===== src/rtl/core/lss_pkg.sv =====
package lss_pkg;

  localparam int DEPTH = 1024;
  localparam int AW    = $clog2(DEPTH);
  localparam int CW    = $clog2(DEPTH + 1);
  localparam int WW    = 32;
  localparam int OCW   = 11;

  typedef enum logic [1:0] {
    ACT_PUSH = 2'd0,
    ACT_POP  = 2'd1,
    ACT_SORT = 2'd2
  } act_e;

  typedef enum logic [1:0] {
    ST_OK        = 2'd0,
    ST_OVERFLOW  = 2'd1,
    ST_UNDERFLOW = 2'd2
  } stat_e;

  typedef enum logic [1:0] {
    RD_TOP = 2'd0,
    RD_I   = 2'd1,
    RD_J   = 2'd2
  } rd_sel_e;

  typedef enum logic [2:0] {
    S_IDLE,
    S_SORT_RDI,
    S_SORT_LDI,
    S_SORT_RDJ,
    S_SORT_CMP,
    S_SORT_WRI,
    S_TOP_RD,
    S_TOP_LD
  } state_e;

  typedef struct packed {
    logic    accept;
    logic    init_i;
    logic    ld_a;
    logic    cmp;
    logic    wr_i;
    logic    ld_top;
    logic    emit;
    rd_sel_e rd_sel;
  } cmd_t;

  typedef struct packed {
    logic cnt_le1;
    logic j_last;
    logic i_last;
  } stat_t;

endpackage


===== src/rtl/core/lss_ctrl.sv =====
module lss_ctrl (
  input  logic           clk_i,
  input  logic           rst_ni,
  input  logic           start_i,
  input  logic [1:0]     action_i,
  input  lss_pkg::stat_t stat_i,
  output lss_pkg::cmd_t  cmd_o,
  output logic           busy_o
);

  lss_pkg::state_e state_q, state_d;

  always_ff @(posedge clk_i or negedge rst_ni) begin
    if (!rst_ni) begin
      state_q <= lss_pkg::S_IDLE;
    end else begin
      state_q <= state_d;
    end
  end

  always_comb begin
    state_d       = state_q;
    cmd_o         = '0;
    cmd_o.rd_sel  = lss_pkg::RD_TOP;
    busy_o        = (state_q != lss_pkg::S_IDLE);
    unique case (state_q)
      lss_pkg::S_IDLE: begin
        if (start_i) begin
          cmd_o.accept = 1'b1;
          case (lss_pkg::act_e'(action_i))
            lss_pkg::ACT_POP: begin
              if (stat_i.cnt_le1) begin
                cmd_o.emit = 1'b1;
              end else begin
                state_d = lss_pkg::S_TOP_RD;
              end
            end
            lss_pkg::ACT_SORT: begin
              if (stat_i.cnt_le1) begin
                cmd_o.emit = 1'b1;
              end else begin
                cmd_o.init_i = 1'b1;
                state_d      = lss_pkg::S_SORT_RDI;
              end
            end
            default: begin
              cmd_o.emit = 1'b1;
            end
          endcase
        end
      end
      lss_pkg::S_SORT_RDI: begin
        cmd_o.rd_sel = lss_pkg::RD_I;
        state_d      = lss_pkg::S_SORT_LDI;
      end
      lss_pkg::S_SORT_LDI: begin
        cmd_o.ld_a = 1'b1;
        state_d    = lss_pkg::S_SORT_RDJ;
      end
      lss_pkg::S_SORT_RDJ: begin
        cmd_o.rd_sel = lss_pkg::RD_J;
        state_d      = lss_pkg::S_SORT_CMP;
      end
      lss_pkg::S_SORT_CMP: begin
        cmd_o.cmp = 1'b1;
        state_d   = stat_i.j_last ? lss_pkg::S_SORT_WRI : lss_pkg::S_SORT_RDJ;
      end
      lss_pkg::S_SORT_WRI: begin
        cmd_o.wr_i = 1'b1;
        state_d    = stat_i.i_last ? lss_pkg::S_TOP_RD : lss_pkg::S_SORT_RDI;
      end
      lss_pkg::S_TOP_RD: begin
        cmd_o.rd_sel = lss_pkg::RD_TOP;
        state_d      = lss_pkg::S_TOP_LD;
      end
      lss_pkg::S_TOP_LD: begin
        cmd_o.ld_top = 1'b1;
        cmd_o.emit   = 1'b1;
        state_d      = lss_pkg::S_IDLE;
      end
      default: begin
        state_d = lss_pkg::S_IDLE;
      end
    endcase
  end

endmodule


===== config.mk =====
export PLATFORM = sky130hd
export DESIGN_NAME = lss_ctrl
export DESIGN_NICKNAME = d
export VERILOG_FILES = /design/src/rtl/core/lss_pkg.sv /design/src/rtl/core/lss_ctrl.sv
export SDC_FILE = /design/constraint.sdc
export NUM_CORES = 1
export LEC_CHECK = 0
export ABC_AREA = 0
export ABC_CLOCK_PERIOD_IN_PS = 3100
export BUFFER_PORTS_ARGS = -buffer_cell sky130_fd_sc_hd__buf_2
export CORE_AREA = 8 8 45 47
export CTS_CLUSTER_DIAMETER = 120
export DETAILED_ROUTE_END_ITERATION = 6
export DIE_AREA = 0 0 53 55
export GPL_TIMING_DRIVEN = 1
export PLACE_DENSITY = 0.56
export REMOVE_ABC_BUFFERS = 1
export SLEW_MARGIN = 20
export SYNTH_ARGS = -nofsm -noshare
export SYNTH_HDL_FRONTEND = slang
export SYNTH_SLANG_ARGS = --single-unit
export TNS_END_PERCENT = 30

===== constraint.sdc =====
create_clock -name clk_i -period 3.1 [get_ports clk_i]
set_input_delay 0.155 -clock clk_i [delete_from_list [all_inputs] [get_ports clk_i]]
set_output_delay 0.155 -clock clk_i [all_outputs]
set_load 0.02 [all_outputs]

==> impl_metrics.py <==
metrics = {
    "routing": {
        "wire_per_inst_um": 11.7,
        "drt-initial-drc-count": 1,
        "num_vias": 316,
        "firstDrtPassIters": 2,
        "wl_um": 816,
        "postRouteAntennaNets": 0,
        "avgViaCountPerCell": 4.51,
        "drc": 0,
    },
    "sta": {
        "hold_viol_final": 0,
        "whs_ns": 0.215,
        "max_slew_margin_pct": 73.4,
        "setup_ws_ns": 1.45,
        "setup_viol": 0,
        "fmax_ghz": 0.605,
        "min_period_ns": 1.65,
        "period_share_pct": 53.4,
        "drv_slew": 0,
        "tightest_slew_ns": 0.399,
        "rsz0062_at_grt": "no",
        "fin_skew_ns": 0.00517,
        "setup_tns_ns": 0,
    },
    "final_layout": {
        "reg.largest.list": "state_q (3)",
        "antenna_cells": 0,
        "syn2layout_area_growth_pct": 42.6,
        "drive_gt1_share_pct": 40.7,
        "fin_cells": 70,
        "largest_reg_flops": 3,
        "largest-register": "state_q",
        "nNetsFinal": 65,
    },
    "run": {
        "cap_violations": 0,
    },
    "die": {
        "die_h_um": 55,
        "die_area_um2": 2920,
        "start_util_pct": 21.4,
        "die_w_um": 53,
        "rows": 14,
        "io-pin-count": 18,
        "core_um2": 1380,
    },
    "power": {
        "p_per_area_nw_per_um2": 924,
        "power_mw": 0.391,
        "power_leakage_nw": 0.235,
        "peakVddDrop_v": 0.000289,
    },
    "clock_network": {
        "cts.sinks": 3,
        "cts_setup_buffers": 0,
        "cts_max_level": 1,
        "clk_pin_slew_worst_paths_ns": 0.03,
        "insertion_delay_ns": 0.23,
        "cts_root_buffer": "clkbuf_4",
        "clockBufferDepth": 2,
        "cts_tree": "yes",
        "cts_buffers": 3,
    },
    "logic_synthesis": {
        "synth_cell_types": 21,
        "synthCells": 35,
        "yosys_warnings": 0,
        "syn-cell-area_um2": 297,
        "synth_largest_area_cell": "dfrtp_1",
        "synth-main-ff-cell": "dfrtp_1",
        "synth_edf_count": 0,
        "ys_seq_elements": 3,
        "syn_avg_cell_area_um2": 8.47,
        "ys_seq_area_share_pct": 25.3,
        "synth_area_leaders": "dfrtp_1, ha_1, nor4b_4",
        "synth.top_cell.area_share_pct": 25.3,
        "async_reset_ff_share_pct": 100,
    },
    "grt": {
        "grt_usage_pct": 6.07,
        "grt_pass1_wl_mm": 1.23,
        "antenna_found_initial": 0,
        "grt_pass1_vias": 263,
        "grt_max_degree": 13,
        "overflow": 0,
    },
    "worst_setup_path": {
        "critPathArrivalTime_ns": 1.50,
        "crit_slowest_cell": "dfrtp_1",
        "cp.required_ns": 2.94,
        "crit_fanout": 12,
        "cp_slowest_stage_delay_ns": 0.51,
        "cp-start-kind": "register",
        "worstPathCellList": "nor4b_4, o21ai_0, nand2b_1, buf_2",
        "critical_path_class": "register to output pin",
        "end_kind": "output pin",
    },
    "place": {
        "pre_cts_ws_ns": 1.69,
        "dp_hpwl_um": 644,
        "io_buffers": 17,
        "place_inst": 65,
        "gp_congestion": 0.702,
    },
    "hold_path": {
        "hold_class": "primary input to register",
    },
    "outcome": {
        "status": "finished clean",
    },
}
## layout make-up
cell class,count,area [um^2]
Timing Repair Buffer,18,95.1
Inverter,3,11.3
Tap cell,16,20.0
Multi-Input combinational cell,26,195
Fill cell,156,961
Sequential cell,3,75.1
Clock buffer,4,26.3
## critical path, delay by kind of cell (launching register included)
kind	cells	cell delay [ns]
DFF	1	0.51
AOI/OAI and AO/OA	1	0.14
buffers and inverters	1	0.16
and+or+nand+nor	2	0.46
## worst paths after layout
check / startpoint / endpoint / slack, ns / depth (start not counted)
min in group asynchronous: rst_ni / state_q[0]$_DFFE_PN0P_ / 0.24 / 2
setup / recovery: state_q[2]$_DFFE_PN0P_ / cmd_o[2] / 1.45 / 4
max in group asynchronous: rst_ni / state_q[1]$_DFFE_PN0P_ / 2.75 / 2
hold / removal: stat_i[0] / state_q[2]$_DFFE_PN0P_ / 0.21 / 3
hold reg to reg: state_q[2]$_DFFE_PN0P_ / state_q[0]$_DFFE_PN0P_ / 0.71 / 2
setup reg to reg: state_q[1]$_DFFE_PN0P_ / state_q[2]$_DFFE_PN0P_ / 1.79 / 3
## synthesized netlist by cell type (2+ instances only)
cell type,instances
nor3b_1,2
and3_1,2
nor2_1,3
nand2_1,2
dfrtp_1,3
inv_1,3
ha_1,2
buf_2,3
nand2b_1,2
o21ai_1,2
## per-layer routing
metal | GRT usage (%) | wire length (um) | part of all wire (%) | up-vias
li1 | - | - | - | 161
met1 | 6.40 | 323 | 40 | 143
met2 | 7.62 | 358 | 44 | 12
met3 | 5.61 | 135 | 17 | 0
met4 | 3.88 | 0 | 0 | 0
met5 | 0 | 0 | 0 | -
## where the power goes
| part | total (mW) | internal (mW) | switching (mW) | leakage, nW |
|---|---|---|---|---|
| sequential | 0.121 | 0.0583 | 0.0626 | 0.0368 |
| combinational | 0.202 | 0.0915 | 0.110 | 0.183 |
| clock | 0.0684 | 0.0482 | 0.0202 | 0.0150 |
## cells in the final DEF (no fill, tap or decap), types with 2 or more instances in the layout
cell      netlist  layout
nor3b_1         2       2
nor2_1          3       3
and3_1          2       2
dfrtp_1         3       3
o21ai_1         2       2
ha_1            2       2
clkbuf_4        0       3
nand2_1         2       2
inv_1           3       3
buf_2           3      17
nand2b_1        2       2
## metrics by stage
| step | instance area [um^2] | util (%) |
|---|---|---|
| floorplan | 282 | - |
| global placement | 387 | 27.9 |
| detailed placement | 387 | 27.9 |
| CTS | 423 | 30.6 |
| global route | 423 | 30.6 |
| finish | 423 | 30.6 |
## cells by family after synthesis
logic type                 Yosys count  synth area share, %
DFF                                  3                 25.3
buffers and inverters                6                 8.86
AOI/OAI and AO/OA                    7                 15.6
and+or+nand+nor                     17                 41.8
adders and majority gates            2                 8.44
## timing repair
action	4_1_cts	5_1_grt
gates resized for setup	0	0
hold buffers	1	0
hold endpoints to repair	3	0
No activity file was read; power rests on OpenSTA's default activity.
